File: config.mk
export PLATFORM = sky130hd
export DESIGN_NAME = line_tracking_steering_control
export DESIGN_NICKNAME = d
export VERILOG_FILES = /design/src/rtl/core/ltsc_pkg.sv /design/src/rtl/core/line_tracking_steering_control.sv /design/src/rtl/core/ltsc_ctrl.sv /design/src/rtl/core/ltsc_datapath.sv
export SDC_FILE = /design/constraint.sdc
export NUM_CORES = 1
export LEC_CHECK = 0
export ABC_AREA = 0
export BUFFER_PORTS_ARGS = -buffer_cell sky130_fd_sc_hd__buf_2
export CAP_MARGIN = 20
export CORE_ASPECT_RATIO = 1.2
export CORE_UTILIZATION = 36
export CTS_CLUSTER_SIZE = 20
export DETAILED_ROUTE_END_ITERATION = 10
export GPL_TIMING_DRIVEN = 0
export PLACE_DENSITY = 0.58
export RECOVER_POWER = 25
export SKIP_LAST_GASP = 1
export SYNTH_ARGS = -nofsm -noshare
export SYNTH_HDL_FRONTEND = slang
export SYNTH_HIERARCHICAL = 1
export SYNTH_SLANG_ARGS = --single-unit
File: constraint.sdc
create_clock -name clk -period 9.26 [get_ports clk]
set_clock_uncertainty 0.15 [all_clocks]
set_input_delay 0.463 -clock clk [delete_from_list [all_inputs] [get_ports clk]]
set_output_delay 0.463 -clock clk [all_outputs]
set_load 0.02 [all_outputs]
File: src/rtl/core/ltsc_pkg.sv
// Shared types, constants and gain tables for the line tracking steering control.
`timescale 1ns / 1ps
package ltsc_pkg;

  // Parameter defaults
  localparam int NUM_SENSORS_DEF  = 15;
  localparam int TILT_PERIOD_DEF  = 1000;
  localparam int STEER_PERIOD_DEF = 20000;

  // Field widths
  localparam int SENSOR_FRAME_W = 15;
  localparam int LINE_POS_W     = 5;
  localparam int TILT_DUTY_W    = 10;
  localparam int STEER_DUTY_W   = 15;
  localparam int S_TDATA_W      = 16;
  localparam int M_TDATA_W      = 32;
  localparam int CFG_IDX_W      = 1;
  localparam int CFG_DATA_W     = 15;
  localparam int MAG_W          = 5;

  // Register indexes
  localparam logic [CFG_IDX_W-1:0] CFG_TILT_CENTER  = 1'b0;
  localparam logic [CFG_IDX_W-1:0] CFG_STEER_CENTER = 1'b1;

  // Reset values
  localparam int TILT_CENTER_RST  = 224;
  localparam int STEER_CENTER_RST = 1482;

  // Edge-loss test
  localparam int EDGE_MARGIN   = 3;
  localparam int EDGE_DIFF_MIN = 2;
  localparam int EDGE_SUM_MAX  = 11;

  // Tilt gain bands
  localparam int TILT_GAIN_MAX = 56;

  // Datapath commands from the controller
  typedef struct packed {
    logic load;
    logic scan;
    logic div_init;
    logic div_step;
    logic edge_eval;
    logic tilt_mul;
    logic tilt_upd;
    logic off_calc;
    logic steer_mul;
    logic steer_upd;
    logic out_load;
  } ltsc_cmd_t;

  // Datapath status to the controller
  typedef struct packed {
    logic lost;
  } ltsc_sts_t;

  function automatic logic [5:0] tilt_gain(input logic [MAG_W-1:0] a);
    logic [5:0] g;
    if (a <= 5'd2)       g = 6'd3;
    else if (a <= 5'd4)  g = 6'd11;
    else if (a <= 5'd6)  g = 6'd18;
    else if (a <= 5'd8)  g = 6'd26;
    else if (a <= 5'd10) g = 6'd35;
    else if (a <= 5'd12) g = 6'd45;
    else                 g = 6'(TILT_GAIN_MAX);
    return g;
  endfunction

  function automatic logic [3:0] steer_gain(input logic [MAG_W-1:0] a);
    logic [3:0] g;
    if (a <= 5'd4)      g = 4'd6;
    else if (a <= 5'd8) g = 4'd8;
    else                g = 4'd10;
    return g;
  endfunction

endpackage

File: src/rtl/core/line_tracking_steering_control.sv
// Top level of the line tracking steering control: controller plus datapath.
// Per frame: sensor scan, divide by the hit count, loss test, then the tilt and steering
//   updates and the output load; a lost line goes straight from the loss test to the output.
// One frame at a time: the sensor scan takes one bit a cycle and the divide one quotient
//   bit a cycle, and a new frame is taken only once the previous one is in the output register.
// Reset (rst, synchronous, active high): centers back to 224 / 1482, duties to those
//   values, position, history and previous offset cleared, no result pending.
`timescale 1ns / 1ps
module line_tracking_steering_control import ltsc_pkg::*; #(
  parameter int NUM_SENSORS  = NUM_SENSORS_DEF,
  parameter int TILT_PERIOD  = TILT_PERIOD_DEF,
  parameter int STEER_PERIOD = STEER_PERIOD_DEF
) (
  input  logic                  clk,
  input  logic                  rst,
  // sensor frame requests
  input  logic                  s_tvalid,
  output logic                  s_tready,
  input  logic [S_TDATA_W-1:0]  s_tdata,   // [14:0] sensor_frame, [15] zero
  // result requests
  output logic                  m_tvalid,
  input  logic                  m_tready,
  output logic [M_TDATA_W-1:0]  m_tdata,   // [4:0] line_position, [14:5] tilt_duty,
                                           // [29:15] steer_duty, [31:30] zero
  output logic                  m_tuser,   // [0] line_lost
  // register writes
  input  logic                  cfg_valid,
  output logic                  cfg_ready,
  input  logic [CFG_IDX_W-1:0]  cfg_index,
  input  logic [CFG_DATA_W-1:0] cfg_data
);

  ltsc_cmd_t               cmd;
  ltsc_sts_t               sts;
  logic [LINE_POS_W-1:0]   line_position;
  logic                    line_lost;
  logic [TILT_DUTY_W-1:0]  tilt_duty;
  logic [STEER_DUTY_W-1:0] steer_duty;

  // Registers are always writable; by contract writes are to land only while idle, the block does not enforce it.
  assign cfg_ready = 1'b1;

  assign m_tdata = {2'b00, steer_duty, tilt_duty, line_position};
  assign m_tuser = line_lost;

  // Sequencer: one frame at a time, result parked in the output register so the
  // next frame can be taken while the previous result waits.
  ltsc_ctrl #(
    .NUM_SENSORS (NUM_SENSORS)
  ) u_ctrl (
    .clk      (clk),
    .rst      (rst),
    .s_tvalid (s_tvalid),
    .s_tready (s_tready),
    .m_tvalid (m_tvalid),
    .m_tready (m_tready),
    .sts      (sts),
    .cmd      (cmd)
  );

  // Arithmetic: hit count and weighted sum, divide, loss test, tilt and steer duties.
  ltsc_datapath #(
    .NUM_SENSORS  (NUM_SENSORS),
    .TILT_PERIOD  (TILT_PERIOD),
    .STEER_PERIOD (STEER_PERIOD)
  ) u_datapath (
    .clk           (clk),
    .rst           (rst),
    .cmd           (cmd),
    .sts           (sts),
    .sensor_frame  (s_tdata[SENSOR_FRAME_W-1:0]),
    .cfg_we        (cfg_valid && cfg_ready),
    .cfg_index     (cfg_index),
    .cfg_data      (cfg_data),
    .line_position (line_position),
    .line_lost     (line_lost),
    .tilt_duty     (tilt_duty),
    .steer_duty    (steer_duty)
  );

endmodule

File: src/rtl/core/ltsc_ctrl.sv
// Sequencer for the line tracking steering control: scan, divide, update, output.
`timescale 1ns / 1ps
module ltsc_ctrl import ltsc_pkg::*; #(
  parameter int NUM_SENSORS = NUM_SENSORS_DEF
) (
  input  logic      clk,
  input  logic      rst,
  input  logic      s_tvalid,
  output logic      s_tready,
  output logic      m_tvalid,
  input  logic      m_tready,
  input  ltsc_sts_t sts,
  output ltsc_cmd_t cmd
);

  localparam int SCAN_W = $clog2(NUM_SENSORS);
  localparam int QUO_W  = $clog2(NUM_SENSORS);
  localparam int DIV_W  = $clog2(QUO_W);

  typedef enum logic [3:0] {
    ST_IDLE,
    ST_SCAN,
    ST_DIV_INIT,
    ST_DIV,
    ST_EDGE,
    ST_TILT_MUL,
    ST_TILT_UPD,
    ST_OFFSET,
    ST_STEER_MUL,
    ST_STEER_UPD,
    ST_OUT
  } state_t;

  state_t            state;
  logic [SCAN_W-1:0] scan_cnt;
  logic [DIV_W-1:0]  div_cnt;
  logic              out_free;

  assign s_tready = (state == ST_IDLE);
  assign out_free = !m_tvalid || m_tready;

  always_comb begin
    cmd = '0;
    unique case (state)
      ST_IDLE:      cmd.load      = s_tvalid;
      ST_SCAN:      cmd.scan      = 1'b1;
      ST_DIV_INIT:  cmd.div_init  = 1'b1;
      ST_DIV:       cmd.div_step  = 1'b1;
      ST_EDGE:      cmd.edge_eval = 1'b1;
      ST_TILT_MUL:  cmd.tilt_mul  = 1'b1;
      ST_TILT_UPD:  cmd.tilt_upd  = 1'b1;
      ST_OFFSET:    cmd.off_calc  = 1'b1;
      ST_STEER_MUL: cmd.steer_mul = 1'b1;
      ST_STEER_UPD: cmd.steer_upd = 1'b1;
      ST_OUT:       cmd.out_load  = out_free;
      default:      cmd = '0;
    endcase
  end

  always_ff @(posedge clk) begin
    if (rst) begin
      state    <= ST_IDLE;
      scan_cnt <= '0;
      div_cnt  <= '0;
      m_tvalid <= 1'b0;
    end else begin
      // in ST_OUT a taken result is replaced by the next one below
      if (m_tvalid && m_tready && (state != ST_OUT)) m_tvalid <= 1'b0;
      unique case (state)
        ST_IDLE: begin
          scan_cnt <= '0;
          if (s_tvalid) state <= ST_SCAN;
        end
        ST_SCAN: begin
          scan_cnt <= scan_cnt + 1'b1;
          if (scan_cnt == SCAN_W'(NUM_SENSORS - 1)) state <= ST_DIV_INIT;
        end
        ST_DIV_INIT: begin
          div_cnt <= '0;
          state   <= ST_DIV;
        end
        ST_DIV: begin
          div_cnt <= div_cnt + 1'b1;
          if (div_cnt == DIV_W'(QUO_W - 1)) state <= ST_EDGE;
        end
        ST_EDGE: begin
          if (sts.lost) state <= ST_OUT;
          else          state <= ST_TILT_MUL;
        end
        ST_TILT_MUL:  state <= ST_TILT_UPD;
        ST_TILT_UPD:  state <= ST_OFFSET;
        ST_OFFSET:    state <= ST_STEER_MUL;
        ST_STEER_MUL: state <= ST_STEER_UPD;
        ST_STEER_UPD: state <= ST_OUT;
        ST_OUT: begin
          if (out_free) begin
            m_tvalid <= 1'b1;
            state    <= ST_IDLE;
          end
        end
        default: state <= ST_IDLE;
      endcase
    end
  end

endmodule

File: src/rtl/core/ltsc_datapath.sv
// Datapath: sensor scan, restoring divide, loss test, tilt and steering duty update.
`timescale 1ns / 1ps
module ltsc_datapath import ltsc_pkg::*; #(
  parameter int NUM_SENSORS  = NUM_SENSORS_DEF,
  parameter int TILT_PERIOD  = TILT_PERIOD_DEF,
  parameter int STEER_PERIOD = STEER_PERIOD_DEF
) (
  input  logic                     clk,
  input  logic                     rst,
  input  ltsc_cmd_t                cmd,
  output ltsc_sts_t                sts,
  input  logic [SENSOR_FRAME_W-1:0] sensor_frame,
  input  logic                     cfg_we,
  input  logic [CFG_IDX_W-1:0]     cfg_index,
  input  logic [CFG_DATA_W-1:0]    cfg_data,
  output logic [LINE_POS_W-1:0]    line_position,
  output logic                     line_lost,
  output logic [TILT_DUTY_W-1:0]   tilt_duty,
  output logic [STEER_DUTY_W-1:0]  steer_duty
);

  localparam int EXT_W     = (NUM_SENSORS > SENSOR_FRAME_W) ? NUM_SENSORS : SENSOR_FRAME_W;
  localparam int CNT_W     = $clog2(NUM_SENSORS + 1);
  localparam int QUO_W     = $clog2(NUM_SENSORS);
  localparam int POS_W     = QUO_W + 1;
  localparam int SUM_W     = $clog2(NUM_SENSORS * NUM_SENSORS) + 1;
  localparam int TILT_MAX  = (TILT_PERIOD > TILT_CENTER_RST) ? TILT_PERIOD : TILT_CENTER_RST;
  localparam int STEER_MAX = (STEER_PERIOD > STEER_CENTER_RST) ? STEER_PERIOD
                                                               : STEER_CENTER_RST;
  localparam int TD_W      = $clog2(TILT_MAX + 1);
  localparam int SD_W      = $clog2(STEER_MAX + 1);
  localparam int STEP_MAX  = TILT_GAIN_MAX * 2 * (NUM_SENSORS - 1);
  localparam int STEP_W    = $clog2(STEP_MAX + 1) + 1;
  localparam int ACC_W     = ((TD_W > STEP_W) ? TD_W : STEP_W) + 2;
  localparam int OFF_W     = ((TD_W > TILT_DUTY_W) ? TD_W : TILT_DUTY_W) + 1;
  localparam int PO_W      = ((OFF_W > POS_W) ? OFF_W : POS_W) + 1;
  localparam int PR_W      = PO_W + 4;
  localparam int DT_W      = OFF_W + 2;
  localparam int SR_W0     = (PR_W > DT_W) ? PR_W : DT_W;
  localparam int SR_W      = ((SR_W0 > STEER_DUTY_W) ? SR_W0 : STEER_DUTY_W) + 2;

  // configuration
  logic [TILT_DUTY_W-1:0]  tilt_center;
  logic [STEER_DUTY_W-1:0] steer_center;

  // scan
  logic [EXT_W-1:0]        frame_ext;
  logic [NUM_SENSORS-1:0]  frame_sr;
  logic signed [SUM_W-1:0] weight;
  logic signed [SUM_W-1:0] sum_acc;
  logic [CNT_W-1:0]        hit_cnt;

  // divide
  logic [SUM_W-1:0]        sum_mag;
  logic [CNT_W-1:0]        rem;
  logic [QUO_W-1:0]        quo;
  logic [CNT_W:0]          trial;

  // position state
  logic signed [POS_W-1:0] last_pos;
  logic signed [POS_W-1:0] hist1;
  logic signed [POS_W-1:0] pos_q;
  logic [POS_W-1:0]        hist_mag;
  logic signed [POS_W:0]   h_diff;
  logic signed [POS_W:0]   h_sum;
  logic [POS_W:0]          h_diff_mag;
  logic [POS_W:0]          h_sum_mag;
  logic                    edge_zone;
  logic                    lost_now;
  logic                    lost_q;
  logic [MAG_W-1:0]        pos_mag;

  // duty state
  logic signed [STEP_W-1:0] tilt_step;
  logic signed [ACC_W-1:0]  tilt_sum;
  logic [TD_W-1:0]          tilt_reg;
  logic [SD_W-1:0]          steer_reg;
  logic signed [OFF_W-1:0]  offset;
  logic signed [OFF_W-1:0]  off_prev;
  logic signed [PO_W-1:0]   pos_off;
  logic signed [PR_W-1:0]   prod;
  logic signed [DT_W-1:0]   dterm;
  logic signed [SR_W-1:0]   steer_raw;

  assign frame_ext = EXT_W'(sensor_frame);
  assign sum_mag   = sum_acc[SUM_W-1] ? SUM_W'(-sum_acc) : SUM_W'(sum_acc);
  assign trial     = {rem, quo[QUO_W-1]};

  // loss test against the newest history entry
  assign pos_q      = sum_acc[SUM_W-1] ? -$signed({1'b0, quo}) : $signed({1'b0, quo});
  assign hist_mag   = hist1[POS_W-1] ? POS_W'(-hist1) : POS_W'(hist1);
  assign h_diff     = (POS_W+1)'(hist1) - (POS_W+1)'(pos_q);
  assign h_sum      = (POS_W+1)'(hist1) + (POS_W+1)'(pos_q);
  assign h_diff_mag = h_diff[POS_W] ? (POS_W+1)'(-h_diff) : (POS_W+1)'(h_diff);
  assign h_sum_mag  = h_sum[POS_W] ? (POS_W+1)'(-h_sum) : (POS_W+1)'(h_sum);
  assign edge_zone  = (32'(hist_mag) + 32'(EDGE_MARGIN)) >= 32'(NUM_SENSORS - 1);
  assign lost_now   = (hit_cnt == '0) ||
                      (edge_zone && (32'(h_diff_mag) > 32'(EDGE_DIFF_MIN)) &&
                       (32'(h_sum_mag) <= 32'(EDGE_SUM_MAX)));
  assign sts.lost   = lost_now;

  assign pos_mag  = MAG_W'(last_pos[POS_W-1] ? POS_W'(-last_pos) : POS_W'(last_pos));
  assign tilt_sum = ACC_W'($signed({1'b0, tilt_reg})) + ACC_W'(tilt_step);
  assign pos_off  = PO_W'(last_pos) + PO_W'(offset);
  assign steer_raw = SR_W'($signed({1'b0, steer_center})) - SR_W'(prod) - SR_W'(dterm);

  // state that reset sets
  always_ff @(posedge clk) begin
    if (rst) begin
      tilt_center  <= TILT_DUTY_W'(TILT_CENTER_RST);
      steer_center <= STEER_DUTY_W'(STEER_CENTER_RST);
      last_pos     <= '0;
      hist1        <= '0;
      off_prev     <= '0;
      tilt_reg     <= TD_W'(TILT_CENTER_RST);
      steer_reg    <= SD_W'(STEER_CENTER_RST);
    end else begin
      if (cfg_we) begin
        unique case (cfg_index)
          CFG_TILT_CENTER:  tilt_center  <= cfg_data[TILT_DUTY_W-1:0];
          CFG_STEER_CENTER: steer_center <= cfg_data[STEER_DUTY_W-1:0];
          default: ;
        endcase
      end
      if (cmd.edge_eval && (hit_cnt != '0)) last_pos <= pos_q;
      if (cmd.tilt_mul) hist1 <= last_pos;
      if (cmd.tilt_upd) begin
        if (tilt_sum < 0)                       tilt_reg <= '0;
        else if (tilt_sum > ACC_W'(TILT_PERIOD)) tilt_reg <= TD_W'(TILT_PERIOD);
        else                                    tilt_reg <= TD_W'(tilt_sum);
      end
      if (cmd.steer_mul) off_prev <= offset;
      if (cmd.steer_upd) begin
        if (steer_raw < 0)                        steer_reg <= '0;
        else if (steer_raw > SR_W'(STEER_PERIOD)) steer_reg <= SD_W'(STEER_PERIOD);
        else                                      steer_reg <= SD_W'(steer_raw);
      end
    end
  end

  // working registers, loaded before use
  always_ff @(posedge clk) begin
    if (cmd.load) begin
      frame_sr <= frame_ext[NUM_SENSORS-1:0];
      weight   <= SUM_W'(NUM_SENSORS - 1);
      sum_acc  <= '0;
      hit_cnt  <= '0;
    end
    if (cmd.scan) begin
      frame_sr <= frame_sr >> 1;
      weight   <= weight - SUM_W'(2);
      if (frame_sr[0]) begin
        sum_acc <= sum_acc + weight;
        hit_cnt <= hit_cnt + 1'b1;
      end
    end
    // quotient fits QUO_W bits, so the dividend's upper part is already below the count
    if (cmd.div_init) begin
      rem <= CNT_W'(sum_mag >> QUO_W);
      quo <= sum_mag[QUO_W-1:0];
    end
    if (cmd.div_step) begin
      if (trial >= {1'b0, hit_cnt}) begin
        rem <= CNT_W'(trial - {1'b0, hit_cnt});
        quo <= {quo[QUO_W-2:0], 1'b1};
      end else begin
        rem <= CNT_W'(trial);
        quo <= {quo[QUO_W-2:0], 1'b0};
      end
    end
    // loss flag held internally; the output copy moves only with the result
    if (cmd.edge_eval) lost_q <= lost_now;
    if (cmd.tilt_mul) begin
      tilt_step <= STEP_W'($signed({1'b0, tilt_gain(pos_mag)})) *
                   (STEP_W'(last_pos) - STEP_W'(hist1));
    end
    if (cmd.off_calc) begin
      offset <= OFF_W'($signed({1'b0, tilt_reg})) - OFF_W'($signed({1'b0, tilt_center}));
    end
    if (cmd.steer_mul) begin
      prod  <= PR_W'(pos_off) * PR_W'($signed({1'b0, steer_gain(pos_mag)}));
      dterm <= (DT_W'(offset) - DT_W'(off_prev)) <<< 1;
    end
    if (cmd.out_load) begin
      line_position <= LINE_POS_W'(last_pos);
      line_lost     <= lost_q;
      tilt_duty     <= TILT_DUTY_W'(tilt_reg);
      steer_duty    <= STEER_DUTY_W'(steer_reg);
    end
  end

endmodule

# Yosys cells after proc, flatten, opt, wreduce, memory -nomap -nowiden

Index checks and enable logic that the tools add are counted.

Bits in registers: 210
Latch bits: 0
Bits in writable memories: 0
ROM bits: 0
Bits of input ports: 37
Output and inout bits: 36
Memories kept: 0

$add $sub $neg: 22
Multiply operators: 2
Divide/modulo/power cells: 0
Magnitude comparators: 14
Eq/ne operators: 17
Shift operators: 0
Muxes and demuxes: 58
Bitwise gates (word level): 1
Reductions and logical operators: 18

Operator list:

| operator             | count |
|---|---|
| $mux 4               | 15 |
| $mux 6               | 8 |
| $mux 9               | 5 |
| $pmux 4 s11          | 1 |
| $ge 32x4->1 const B  | 1 |
| $mux 15              | 2 |
| $mux 14              | 2 |
| $mux 10              | 2 |
| $mux 5               | 4 |
| $gt 18x16->1 const B | 1 |
| $lt 18x1->1 const B  | 1 |
| $sub 17x13->18       | 1 |
| $sub 16x16->17       | 1 |
| $eq 4x3->1 const B   | 4 |
| $eq 4x4->1 const B   | 4 |
| $mul 12x5->16        | 1 |
| $le 5x4->1 const B   | 3 |
| $mux 1               | 15 |
| $add 11x12->13       | 1 |
| $gt 13x11->1 const B | 1 |
| $lt 13x1->1 const B  | 1 |
| $add 5x11->12        | 1 |
| $mul 7x12->12        | 1 |
| $neg 6->6            | 2 |
| other kinds (37)     | 54 |

# Longest topological paths before layout

Depth after elaboration: 11
Mapped depth: 25
Mapped depth without buffers: 25

# Modules after synthesis

The synthesis kept the hierarchy.

By module, submodules not included:

| module                         | times used | cells each | area each (µm²) |
|---|---|---|---|
| ltsc_datapath                  | 1          | 1476       | 14094.8 |
| ltsc_ctrl                      | 1          | 94         | 709.4 |
| line_tracking_steering_control | 1          | 5          | 30.0 |

# Least setup slack after synthesis

OpenSTA, ideal clock, no wires.

Path type: register to register
Start: register u_datapath.last_pos[1]
End: register u_datapath.tilt_step[11] (data pin)
Library setup time: 0.258 ns
Arrival: 5.608 ns
Data required time: 8.852 ns
Slack: 3.245 ns
Stages on the path, launching flop included: 23
Buffers on the path: 0
Path through: dfxtp_1 inv_1 ha_1 nand2b_1 xnor2_1 o31ai_1 nand2b_1 fa_1 fa_1 inv_1 fa_1 inv_1 fa_1 inv_1 ha_1 a21o_1 a21oi_1 o21bai_1 a21oi_1 nor2b_1 o21ai_0 nand2b_1 xnor2_1

Cells in the longest elaborated chain, start to end: 11

Ends and longest elaborated chain:

| what                   | line                 | RTL |
|---|---|---|
| start, declared        | ltsc_datapath.sv:60  | `logic signed [POS_W-1:0] last_pos;` |
| start signal, assigned | ltsc_datapath.sv:125 | `if (cmd.edge_eval && (hit_cnt != '0)) last_pos <= pos_q;` |
| $neg 5->5              | ltsc_datapath.sv:102 | `assign pos_mag = MAG_W'(last_pos[POS_W-1] ? POS_W'(-last_pos) : POS_W'(last_pos));` |
| $mux 5                 | ltsc_datapath.sv:102 |  |
| $le 5x4->1             | ltsc_pkg.sv:64       | `else if (a <= 5'd12) g = 6'd45;` |
| $mux 5                 | ltsc_pkg.sv:64       |  |
| $mux 6                 | ltsc_pkg.sv:63       | `else if (a <= 5'd10) g = 6'd35;` |
| $mux 6                 | ltsc_pkg.sv:62       | `else if (a <= 5'd8) g = 6'd26;` |
| $mux 6                 | ltsc_pkg.sv:61       | `else if (a <= 5'd6) g = 6'd18;` |
| $mux 6                 | ltsc_pkg.sv:60       | `else if (a <= 5'd4) g = 6'd11;` |
| $mux 6                 | ltsc_pkg.sv:59       | `if (a <= 5'd2) g = 6'd3;` |
| $mux 6                 | ltsc_datapath.sv:173 | `if (cmd.tilt_mul) begin` |
| $mul 7x12->12 (*)      | ltsc_datapath.sv:174 | `tilt_step <= STEP_W'($signed({1'b0, tilt_gain(pos_mag)})) *` |
| end signal, assigned   | ltsc_datapath.sv:174 |  |
| end, declared          | ltsc_datapath.sv:74  | `logic signed [STEP_W-1:0] tilt_step;` |

Every way passes the cells marked *; elsewhere a longest branch is shown, timed or not. The select of a mux whose other input is x is not followed.
A chain may end at the register's enable or synchronous reset.

# Final worst setup path

Ends and elaborated chain as after synthesis.

==> results.yml <==
synthesis:
  ys.flop_type: "edfxtp_1"
  synth-seq-area-share_pct: 35.7
  synth_area_um2: 14800
  synth.distinct_cells: 84
  avgSynthCellArea_um2: 9.42
  synth_edf_count: 113
  syn_inst: 1575
  ys_ff_latch: 208
  async_flop_share_pct: 0
  yosysWarningCount: 6
layout:
  final_layout_size_suffix_gt1_share_pct: 8.32
  multi_input_area_um2: 8730
  fin_nets: 1929
  antenna_cells: 0
  n_fill_cell: 4067
  fin_cells: 2245
  syn2layout_area_growth_pct: 13.6
  seqCellArea_um2: 5300
cts:
  clk_pin_slew_ns: 0.06
  htreeDepth: 1
  cts.path.max_buffers: 3
  numCtsBuffers: 26
  clockRootBuffer: "clkbuf_16"
  clk_latency_ns: 0.54
  cts_sinks: 208
  cts_tree: "yes"
global_route:
  grt_pass1_vias: 11500
  antenna_found_initial: 0
  grt_overflow: 0
  grt_start_max_net_pins: 23
  grt_pass1_wl_mm: 55.2
  grt_use_total_pct: 16.0
routing:
  ant_nets: 0
  first_pass_iters: 5
  avgViaCountPerCell: 5.02
  routedWlPerCell_um: 14.7
  drc: 0
  vias: 11300
  drt-initial-drc-count: 484
  wl_mm: 33.1
sta:
  drv_slew: 0
  finalSetupViolations: 0
  finalSetupTns_ns: 0
  hold_violations: 0
  rsz0062_at_grt: "no"
  setup_ws_ns: 2.50
  period_share_pct: 73.0
  worst_pin_slew_ns: 1.06
  fmaxAchievable_mhz: 148
  layout_min_cycle_time_ns: 6.76
  slew_headroom_pct: 29.4
setup_path:
  critPathMaxFanout: 9
  critPathRequiredTime_ns: 9.46
  end_kind: "register"
  cp-start-kind: "register"
  critPathKind: "reg2reg"
  critPathArrivalTime_ns: 6.96
worst_hold_path:
  holdCritPathClass: "in2reg"
place:
  place_inst: 2192
  pre_cts_slack_ns: 2.53
  port_buffers: 68
  hpwlAfterDp_mm: 26.2
  gp_congestion: 0.843
floorplan:
  io_pins: 73
  start_util_pct: 36.4
  die_w_um: 187
  dieArea_um2: 42000
  die_y_um: 224
  num_rows: 81
  core_area_um2: 40700
run_status:
  outcome: "finished, final reports clean"
pwr:
  p_leak_nw: 7.08
  finalPower_mw: 3.03
  p_per_area_nw_per_um2: 180
  ir_drop_uv: 177
flow_run:
  cap_violations: 0
## final timing paths
check | start | end | slack (ns) | cells after the start
worst min register to register | u_datapath/steer_reg[5] | u_datapath/steer_duty[5] | 0.28 | 0
worst max-delay path | u_datapath/last_pos[1] | u_datapath/tilt_step[11] | 2.50 | 23
worst min-delay path | cfg_data[7] | u_datapath/tilt_center[7] | 0.03 | 2
worst max register to register | u_datapath/last_pos[1] | u_datapath/tilt_step[11] | 2.50 | 23
## timing repair
| item | CTS | global route |
|---|---|---|
| endpoints found under the hold margin | 4 | 0 |
| buffers inserted | 0 | 0 |
| hold buffers | 4 | 0 |
| resized for setup | 0 | 0 |
## cells in the final DEF (no fill, tap or decap), types with 8 or more instances in the layout
cell         n
a211o_1      9
a211oi_1    10
a21boi_0    11
a21o_1      24
a21oi_1    108
a31oi_1     12
and2_1      13
buf_2       49
clkbuf_1    64
clkbuf_16   27
conb_1      10
dfxtp_1     95
edfxtp_1   113
fa_1        47
ha_1       159
inv_1      161
mux2_2      15
mux2i_1     30
nand2_1    156
nand2b_1    23
nand3_1     17
nand3b_1    15
nor2_1     145
nor2b_1     17
nor3_1      22
nor4_1       8
o21a_1       8
o21ai_0     65
o21bai_1    19
o31ai_1     11
o41ai_1      8
or2_2        9
or3_1        8
xnor2_1     56
xor2_1      35
## metal layers
metal	routed length (um)	GRT usage, %	up-vias
met5	0	0	-
met4	877	5.16	0
met3	1210	2.17	54
met2	17000	30.7	196
met1	14000	18.1	5305
li1	-	-	5710
## logic make-up (layout without fill, tap and decap cells)
logic type / after synthesis / after routing / share of synthesized area, %
adders and majority gates: 206 / 206 / 19.8
buffers and inverters: 211 / 336 / 5.59
DFF: 208 / 208 / 35.7
xor gates and xnor gates: 92 / 92 / 5.48
other: 4 / 10 / 0.101
muxes: 45 / 45 / 3.16
and+or+nand+nor: 466 / 466 / 14.7
AOI/OAI and AO/OA: 343 / 343 / 15.5
## report_power, final
part	switching [mW]	leakage (nW)	total [mW]	internal (mW)
clock network	0.394	0.457	1.08	0.691
registers	0.0658	1.83	1.15	1.09
logic	0.462	4.79	0.792	0.330
## stage by stage
stage,util (%),area [um2],hold WS (ns)
finish,41.4,16900,0.0306
global route,41.4,16900,0.0259
global placement,39.0,15900,0.265
detailed placement,39.1,15900,0.264
CTS,41.5,16900,0.00781
floorplan,-,14900,0.250
## critical path, stage by stage, from the launching register on
cell	delay [ns]
dfxtp_1	0.60
inv_1	0.12
ha_1	0.21
nand2b_1	0.18
xor2_1	0.31
nor2_1	0.09
nor4_1	0.83
or2_2	0.26
fa_1	0.41
fa_1	0.51
inv_1	0.06
fa_1	0.53
inv_1	0.06
fa_1	0.59
inv_1	0.06
ha_1	0.28
a21o_1	0.17
a21oi_1	0.22
o21bai_1	0.09
a21oi_1	0.22
nor2b_1	0.07
o21ai_0	0.18
nand2b_1	0.10
xnor2_1	0.26
## layout make-up
cell class                      instances  area share (%)
Multi-Input combinational cell       1162            51.8
Tap cell                              539            4.00
Clock buffer                           33            4.32
Clock inverter                         15            1.17
Buffer                                 50            1.32
Timing Repair Buffer                   77            2.36
Sequential cell                       208            31.4
Inverter                              161            3.59
## synth_stat cells, types with 9 or more instances
cell type / instances / area [um2]
o21ai_0: 65 / 325
a21oi_1: 108 / 541
nor3_1: 22 / 110
o21bai_1: 19 / 143
nor2b_1: 18 / 113
or2_2: 9 / 56.3
a211o_1: 9 / 78.8
mux2_2: 15 / 169
nand2_1: 156 / 586
nand3_1: 17 / 85.1
nor2_1: 145 / 544
mux2i_1: 30 / 300
o31ai_1: 11 / 82.6
ha_1: 159 / 1990
inv_1: 161 / 604
fa_1: 47 / 941
a21o_1: 24 / 180
buf_2: 12 / 60.1
dfxtp_1: 95 / 1900
clkbuf_1: 29 / 109
edfxtp_1: 113 / 3390
xor2_1: 35 / 307
xnor2_1: 56 / 490
a31oi_1: 12 / 75.1
a21boi_0: 11 / 82.6
and2_1: 13 / 81.3
nand3b_1: 15 / 113
a211oi_1: 10 / 75.1
nand2b_1: 23 / 144
(Power assumes the default switching activity.)
